--- src/sv/zzr_pkg.sv ---
`timescale 1ns / 1ps
// ----------------------------------------------------------------------------
// zzr_pkg
// Shared types and constants for the zigzag row reorder block.
// ----------------------------------------------------------------------------
package zzr_pkg;

    // Field and register widths.
    localparam int CHAR_W   = 8;
    localparam int ROWS_W   = 7;
    localparam int PERIOD_W = 8;
    localparam int POS_W    = 9;
    localparam int DATA_W   = 32;
    localparam int ADDR_W   = 1;

    // Register map and reset value.
    localparam logic [ADDR_W-1:0] REG_NUM_ROWS = 1'b0;
    localparam logic [ROWS_W-1:0] ROWS_RESET   = 7'd3;

    // Controller states.
    typedef enum logic {
        ST_LOAD,
        ST_EMIT
    } zzr_state_t;

    // Controller to datapath commands.
    typedef struct packed {
        logic store;
        logic step;
    } zzr_cmd_t;

    // Datapath to controller status.
    typedef struct packed {
        logic msg_end;
        logic final_step;
        logic out_busy;
    } zzr_status_t;

endpackage

--- src/sv/zigzag_row_reorder_top.sv ---
`timescale 1ns / 1ps
// ----------------------------------------------------------------------------
// zigzag_row_reorder_top
// Rail-fence transposition of a byte message with an APB register port.
// ----------------------------------------------------------------------------
//  Channel | Handshake                 | Payload
//  --------+---------------------------+--------------------------------
//  input   | in_valid / in_stall       | char_in[7:0], is_last
//  output  | out_valid / out_stall     | char_out[7:0], last_out
//  config  | psel, penable, pwrite     | paddr[0:0], pwdata, prdata
//
//  Loading takes one byte per cycle into the message buffer.
//  Read-out gives one byte per cycle from the buffer's read port, plus an
//  idle step per row change and per missing second byte of an inner row.
//  Input stalls during read-out; an output stall holds the read-out.
//  No clearing pass after reset.
// ----------------------------------------------------------------------------
module zigzag_row_reorder_top #(
    parameter int MAX_LEN = 64
) (
    input  logic                          clk,
    input  logic                          rst_n,
    input  logic                          in_valid,
    output logic                          in_stall,
    input  logic [zzr_pkg::CHAR_W-1:0]    char_in,
    input  logic                          is_last,
    output logic                          out_valid,
    input  logic                          out_stall,
    output logic [zzr_pkg::CHAR_W-1:0]    char_out,
    output logic                          last_out,
    input  logic                          psel,
    input  logic                          penable,
    input  logic                          pwrite,
    input  logic [zzr_pkg::ADDR_W-1:0]    paddr,
    input  logic [zzr_pkg::DATA_W-1:0]    pwdata,
    output logic [zzr_pkg::DATA_W-1:0]    prdata,
    output logic                          pready
);

    zzr_pkg::zzr_cmd_t          cmd;
    zzr_pkg::zzr_status_t       status;
    logic                       cfg_we;
    logic [zzr_pkg::ROWS_W-1:0] num_rows;

    // Register port decode.
    assign pready = 1'b1;
    assign cfg_we = psel && penable && pwrite && (paddr == zzr_pkg::REG_NUM_ROWS);
    assign prdata = (paddr == zzr_pkg::REG_NUM_ROWS) ? zzr_pkg::DATA_W'(num_rows)
                                                     : '0;

    zzr_ctrl u_ctrl (
        .clk       (clk),
        .rst_n     (rst_n),
        .in_valid  (in_valid),
        .out_stall (out_stall),
        .status    (status),
        .cmd       (cmd),
        .in_stall  (in_stall)
    );

    zzr_datapath #(
        .MAX_LEN (MAX_LEN)
    ) u_dp (
        .clk       (clk),
        .rst_n     (rst_n),
        .cmd       (cmd),
        .out_stall (out_stall),
        .char_in   (char_in),
        .is_last   (is_last),
        .cfg_we    (cfg_we),
        .cfg_rows  (pwdata[zzr_pkg::ROWS_W-1:0]),
        .num_rows  (num_rows),
        .status    (status),
        .out_valid (out_valid),
        .char_out  (char_out),
        .last_out  (last_out)
    );

endmodule

--- src/sv/zzr_ctrl.sv ---
`timescale 1ns / 1ps
// ----------------------------------------------------------------------------
// zzr_ctrl
// Controller: loads a message, then sequences the rail-order read-out.
// ----------------------------------------------------------------------------
module zzr_ctrl (
    input  logic                clk,
    input  logic                rst_n,
    input  logic                in_valid,
    input  logic                out_stall,
    input  zzr_pkg::zzr_status_t status,
    output zzr_pkg::zzr_cmd_t    cmd,
    output logic                in_stall
);

    zzr_pkg::zzr_state_t state_reg;
    zzr_pkg::zzr_state_t state_next;

    // State register.
    always_ff @(posedge clk or negedge rst_n)
    begin
        if (!rst_n)
        begin
            state_reg <= zzr_pkg::ST_LOAD;
        end
        else
        begin
            state_reg <= state_next;
        end
    end

    // Next state.
    always_comb
    begin
        state_next = state_reg;
        case (state_reg)
            zzr_pkg::ST_LOAD:
            begin
                if (in_valid && status.msg_end)
                begin
                    state_next = zzr_pkg::ST_EMIT;
                end
            end
            zzr_pkg::ST_EMIT:
            begin
                if ((!status.out_busy || !out_stall) && status.final_step)
                begin
                    state_next = zzr_pkg::ST_LOAD;
                end
            end
            default:
            begin
                state_next = zzr_pkg::ST_LOAD;
            end
        endcase
    end

    // Outputs: bytes are taken only while loading, and the read-out moves
    // whenever the output register is free or is being emptied.
    always_comb
    begin
        cmd.store = 1'b0;
        cmd.step  = 1'b0;
        in_stall  = 1'b1;
        case (state_reg)
            zzr_pkg::ST_LOAD:
            begin
                in_stall  = 1'b0;
                cmd.store = in_valid;
            end
            zzr_pkg::ST_EMIT:
            begin
                cmd.step = !status.out_busy || !out_stall;
            end
            default:
            begin
                in_stall = 1'b1;
            end
        endcase
    end

endmodule

--- src/sv/zzr_datapath.sv ---
`timescale 1ns / 1ps
// ----------------------------------------------------------------------------
// zzr_datapath
// Message buffer, rail position counters and output register.
// ----------------------------------------------------------------------------
module zzr_datapath #(
    parameter int MAX_LEN = 64
) (
    input  logic                          clk,
    input  logic                          rst_n,
    input  zzr_pkg::zzr_cmd_t             cmd,
    input  logic                          out_stall,
    input  logic [zzr_pkg::CHAR_W-1:0]    char_in,
    input  logic                          is_last,
    input  logic                          cfg_we,
    input  logic [zzr_pkg::ROWS_W-1:0]    cfg_rows,
    output logic [zzr_pkg::ROWS_W-1:0]    num_rows,
    output zzr_pkg::zzr_status_t          status,
    output logic                          out_valid,
    output logic [zzr_pkg::CHAR_W-1:0]    char_out,
    output logic                          last_out
);

    localparam int AW    = $clog2(MAX_LEN);
    localparam int LEN_W = $clog2(MAX_LEN + 1);
    localparam int POS_W = zzr_pkg::POS_W;

    logic [zzr_pkg::CHAR_W-1:0]   mem [MAX_LEN];

    logic [zzr_pkg::ROWS_W-1:0]   rows_reg;
    logic [LEN_W-1:0]             len_reg, len_next;
    logic [LEN_W-1:0]             cnt_reg, cnt_next;
    logic [zzr_pkg::ROWS_W-1:0]   row_reg, row_next;
    logic [POS_W-1:0]             base_reg, base_next;
    logic                         phase_reg, phase_next;
    logic [zzr_pkg::PERIOD_W-1:0] period_reg, period_next;
    logic                         thru_reg, thru_next;
    logic [zzr_pkg::ROWS_W-1:0]   rows_m1_reg, rows_m1_next;
    logic                         out_valid_reg, out_valid_next;
    logic                         last_out_reg;
    logic [zzr_pkg::CHAR_W-1:0]   char_out_reg;

    logic [LEN_W-1:0]             len_inc;
    logic [zzr_pkg::ROWS_W-1:0]   rows_eff;
    logic [POS_W-1:0]             len_ext;
    logic [POS_W-1:0]             pos;
    logic                         pos_ok;
    logic                         inner;
    logic                         final_hit;
    logic [AW-1:0]                rd_addr;

    // Configuration register.
    always_ff @(posedge clk or negedge rst_n)
    begin
        if (!rst_n)
        begin
            rows_reg <= zzr_pkg::ROWS_RESET;
        end
        else if (cfg_we)
        begin
            rows_reg <= cfg_rows;
        end
    end

    assign num_rows = rows_reg;

    // Message end: marked last, or the byte fills the final slot.
    assign len_inc        = len_reg + LEN_W'(1);
    assign status.msg_end = is_last || (len_inc == LEN_W'(MAX_LEN));

    // Read-out geometry, computed once the message length is known.
    assign rows_eff = (rows_reg == '0) ? zzr_pkg::ROWS_W'(1) : rows_reg;
    always_comb
    begin
        thru_next    = (rows_eff == zzr_pkg::ROWS_W'(1))
                    || (POS_W'(rows_eff) >= POS_W'(len_inc));
        period_next  = thru_next ? zzr_pkg::PERIOD_W'(1)
                                 : (zzr_pkg::PERIOD_W'(rows_eff) << 1)
                                   - zzr_pkg::PERIOD_W'(2);
        rows_m1_next = rows_eff - zzr_pkg::ROWS_W'(1);
    end

    // Current position: first or second byte of this period in this row.
    assign len_ext = POS_W'(len_reg);
    assign inner   = !thru_reg && (row_reg != '0) && (row_reg != rows_m1_reg);
    assign pos     = phase_reg
                   ? base_reg + POS_W'(period_reg) - POS_W'(row_reg)
                   : base_reg + POS_W'(row_reg);
    assign pos_ok  = pos < len_ext;
    assign rd_addr = pos[AW-1:0];

    assign final_hit         = pos_ok && ((cnt_reg + LEN_W'(1)) == len_reg);
    assign status.final_step = final_hit;
    assign status.out_busy   = out_valid_reg;

    // Counter and output control.
    always_comb
    begin
        len_next       = len_reg;
        cnt_next       = cnt_reg;
        row_next       = row_reg;
        base_next      = base_reg;
        phase_next     = phase_reg;
        out_valid_next = out_valid_reg;

        if (!out_stall)
        begin
            out_valid_next = 1'b0;
        end

        if (cmd.store)
        begin
            len_next = len_inc;
        end

        if (cmd.step)
        begin
            out_valid_next = pos_ok;
            if (pos_ok)
            begin
                cnt_next = cnt_reg + LEN_W'(1);
            end
            if (!phase_reg)
            begin
                if (!pos_ok)
                begin
                    // Row exhausted: go to the start of the next row.
                    row_next  = row_reg + zzr_pkg::ROWS_W'(1);
                    base_next = '0;
                end
                else if (inner)
                begin
                    phase_next = 1'b1;
                end
                else
                begin
                    base_next = base_reg + POS_W'(period_reg);
                end
            end
            else
            begin
                phase_next = 1'b0;
                base_next  = base_reg + POS_W'(period_reg);
            end
            if (final_hit)
            begin
                len_next   = '0;
                cnt_next   = '0;
                row_next   = '0;
                base_next  = '0;
                phase_next = 1'b0;
            end
        end
    end

    // Control registers.
    always_ff @(posedge clk or negedge rst_n)
    begin
        if (!rst_n)
        begin
            len_reg       <= '0;
            cnt_reg       <= '0;
            row_reg       <= '0;
            base_reg      <= '0;
            phase_reg     <= 1'b0;
            out_valid_reg <= 1'b0;
        end
        else
        begin
            len_reg       <= len_next;
            cnt_reg       <= cnt_next;
            row_reg       <= row_next;
            base_reg      <= base_next;
            phase_reg     <= phase_next;
            out_valid_reg <= out_valid_next;
        end
    end

    // Geometry registers, loaded when the message ends.
    always_ff @(posedge clk)
    begin
        if (cmd.store && status.msg_end)
        begin
            thru_reg    <= thru_next;
            period_reg  <= period_next;
            rows_m1_reg <= rows_m1_next;
        end
    end

    // Message buffer: write while loading.
    always_ff @(posedge clk)
    begin
        if (cmd.store)
        begin
            mem[len_reg[AW-1:0]] <= char_in;
        end
    end

    // Registered read straight into the output register.
    always_ff @(posedge clk)
    begin
        if (cmd.step && pos_ok)
        begin
            char_out_reg <= mem[rd_addr];
            last_out_reg <= final_hit;
        end
    end

    assign out_valid = out_valid_reg;
    assign char_out  = char_out_reg;
    assign last_out  = last_out_reg;

endmodule

--- config.mk ---
export PLATFORM = sky130hd
export DESIGN_NAME = zigzag_row_reorder_top
export DESIGN_NICKNAME = d
export VERILOG_FILES = /design/src/sv/zzr_pkg.sv /design/src/sv/zigzag_row_reorder_top.sv /design/src/sv/zzr_ctrl.sv /design/src/sv/zzr_datapath.sv
export SDC_FILE = /design/constraint.sdc
export NUM_CORES = 1
export LEC_CHECK = 0
export BUFFER_PORTS_ARGS = -buffer_cell sky130_fd_sc_hd__buf_2
export CELL_PAD_IN_SITES_DETAIL_PLACEMENT = 1
export CELL_PAD_IN_SITES_GLOBAL_PLACEMENT = 1
export CORE_MARGIN = 2
export CORE_UTILIZATION = 45
export DETAILED_ROUTE_END_ITERATION = 8
export GPL_TIMING_DRIVEN = 0
export MAX_ROUTING_LAYER = met4
export PLACE_DENSITY_LB_ADDON = 0.3
export SYNTH_ARGS = -nofsm -noshare
export SYNTH_HDL_FRONTEND = slang
export SYNTH_HIERARCHICAL = 1
export SYNTH_SLANG_ARGS = --single-unit
export TNS_END_PERCENT = 1
--- constraint.sdc ---
create_clock -name clk -period 13.4 [get_ports clk]
set_clock_uncertainty 0.2 [all_clocks]
set_input_delay 4.02 -clock clk [delete_from_list [all_inputs] [get_ports clk]]
set_output_delay 4.02 -clock clk [all_outputs]
set_load 0.02 [all_outputs]
==> results.yml <==
layout:
  largest_register_ffs: 512
  register_area_um2: 17100
  final_cell_area_um2: 29000
  fin_nets: 2190
  fillers: 5665
  multi_input_area_um2: 7890
  areaGrowthSynthToFinish_pct: 12.6
  final_layout_size_suffix_gt1_frac: 0.0969
floorplanning:
  start_util: 0.456
  die_w_um: 243
  boundaryPins: 93
  core_um2: 56500
  dieArea_um2: 59100
  die_y_um: 243
  fp-row-count: 87
logic_synthesis:
  ys.warnings.count: 6
  synthTopCellsByCount: "edfxtp_1 (537), nand2_1 (284), and2_1 (136)"
  synthTopCellsByArea: "edfxtp_1 (63%), mux2i_1 (4.8%), nand2_1 (4.1%)"
  yosysSeqAreaShare: 0.665
  synth.avg_cell_area_um2: 13.1
  yosysTopAreaCellShare: 0.626
  syn_inst: 1969
  yosysTopAreaCell: "edfxtp_1"
  yosysUniqueCellTypes: 70
  synth.most_common_cell: "edfxtp_1"
  synthFlopType: "edfxtp_1"
  ys_ff_latch: 577
  async_flop_share: 0.0693
  synth_edf_count: 537
  syn_area_um2: 25700
cts:
  worstSkewPairLatency_ns: 0.63
  clock-sinks: 577
  cts_hold_buf: 0
  cts.clk_slew.worst_paths_ns: 0.06
  cts_resized: 0
  htree_levels: 2
  cts_tree: "yes"
  clock_path_buffers: 3
  cts_setup_buffers: 0
  cts-root-buf: "clkbuf_16"
  numCtsBuffers: 60
timing:
  setup_violations: 0
  relSlewSlack: 0.0816
  timing_hold_violations_final: 0
  fmax_ghz: 0.114
  finalMaxSlewViolations: 0
  period_needed_ns: 8.75
  rsz0062_at_grt: "no"
  setup_tns_ns: 0
  worst_slack_ns: 4.65
  worst_pin_slew_ns: 1.38
  min_period_over_period: 0.653
flow_run:
  maxCapViolations: 0
drt:
  via_per_inst: 5.76
  drc: 0
  wire_per_inst_um: 24.9
  routed_wl_mm: 72.2
  via_count: 16700
  ant_nets: 0
  drtIter0Drc: 1072
  dr.pass1.iters: 5
grt:
  grtUsageTotal: 0.252
  grt_pass1_vias: 17500
  met3_usage: 0.0419
  antenna_found_initial: 2
  top_usage_layer: "met2"
  grt_max_degree: 65
  met2_usage: 0.403
  grt_use_met1: 0.323
  grt_pass1_wl_mm: 108
  grt.overflow.total: 0
worst_setup_path:
  crit_start: "paddr"
  criticalPathCategory: "input port to output port"
  reg2reg_from: "u_dp/base_reg[0]$_DFFE_PN0P_"
  crit_arrival_ns: 4.53
  end_kind: "output port"
  worstPathRequired_ns: 9.18
  critPathMaxFanout: 8
  start_kind: "input port"
worst_hold_path:
  min_from: "u_dp/cnt_reg[6]$_DFFE_PN0P_"
  hp-class: "flop to flop"
placed_design:
  port_buffers: 41
  place_ws_ns: 4.63
  dp_hpwl_mm: 48.1
  gp_congestion: 0.843
  postPlaceCellArea_um2: 27000
outcome:
  outcome: "completed"
[cells by family (layout without fill, tap and decap cells)]
logic type	count (synthesis)	after routing	share of synthesized area
mux	138	138	0.0544
xor+xnor	40	40	0.0136
compound gates	368	368	0.101
fa+ha+maj	44	44	0.0223
other cells	2	28	0.000292
buf+inv	184	338	0.0316
flops	577	577	0.665
simple gates	616	616	0.112
[critical path, cell delays in order]
cell and delay [ns]:
buf_2 0.14, and2b_2 0.22, buf_2 0.15
[metal layers]
metal	share of wire	wire, µm	up-vias
met2	0.48	34600	484
met5	0	0	-
met4	0.036	2580	0
met3	0.058	4160	142
met1	0.43	30900	8557
li1	-	-	7552
[layout make-up]
class                           count  area share
Antenna cell                        2    0.000173
Buffer                            148      0.0234
Clock buffer                       86      0.0576
Clock inverter                     26      0.0102
Inverter                           36     0.00466
Multi-Input combinational cell   1232       0.272
Sequential cell                   577       0.591
Tap cell                          756      0.0326
Timing Repair Buffer               42     0.00812
[metrics by stage]
stage          cells   util  hold WS (ns)
3_3_place_gp    2790  0.478         0.289
4_1_cts         2902  0.512         0.337
3_5_place_dp    2790  0.478         0.318
6_report        2905  0.513         0.334
2_1_floorplan   1993      -         0.269
5_1_grt         2905  0.513         0.355
[path summary, 6_finish.rpt]
| kind | slack (ns) | cells past startpoint | to |
|---|---|---|---|
| worst max-delay path | 4.65 | 3 | prdata[2] |
| max in group asynchronous | 8.99 | 1 | u_dp/base_reg[7]$_DFFE_PN0P_ |
| min in group asynchronous | 3.37 | 1 | u_dp/num_rows[3]$_DFFE_PN0P_ |
| worst min-delay path | 0.33 | 1 | u_dp/cnt_reg[6]$_DFFE_PN0P_ |
| worst min register to register | 0.33 | 1 | u_dp/cnt_reg[6]$_DFFE_PN0P_ |
| worst max register to register | 6.48 | 16 | u_dp/char_out[6]$_DFFE_PP_ |
[cells in the final DEF, fill, tap and decap left out, types with 3 or more instances in the layout]
master,Yosys,routed
inv_1,33,33
a21o_1,15,15
clkinv_2,0,10
buf_2,14,51
nand4_1,3,3
nor4_1,4,4
ha_1,41,41
clkbuf_1,101,120
mux2_2,14,14
and2_1,136,136
o21ai_0,24,24
clkinv_1,2,8
a211oi_1,134,134
nor2b_1,14,14
nand3_1,22,22
clkbuf_8,0,7
conb_1,2,26
nor2_1,108,108
a31oi_1,134,134
buf_1,5,5
o211ai_1,4,4
a21oi_1,9,9
edfxtp_1,537,537
bufinv_16,0,6
and3_1,5,5
buf_4,28,32
xor2_1,14,14
mux2i_1,123,123
xnor2_1,26,26
nor3_1,14,14
nand2_1,284,284
dfrtp_1,38,38
o21a_1,12,12
nand2b_1,4,4
a221o_1,5,5
o31ai_1,7,7
and2b_2,7,7
clkbuf_16,0,60
fa_1,3,3
or3_1,4,4
Power is left out: the tool's default activity adds up to more than one toggle a clock period on the data nets, which glitch-free logic cannot reach.
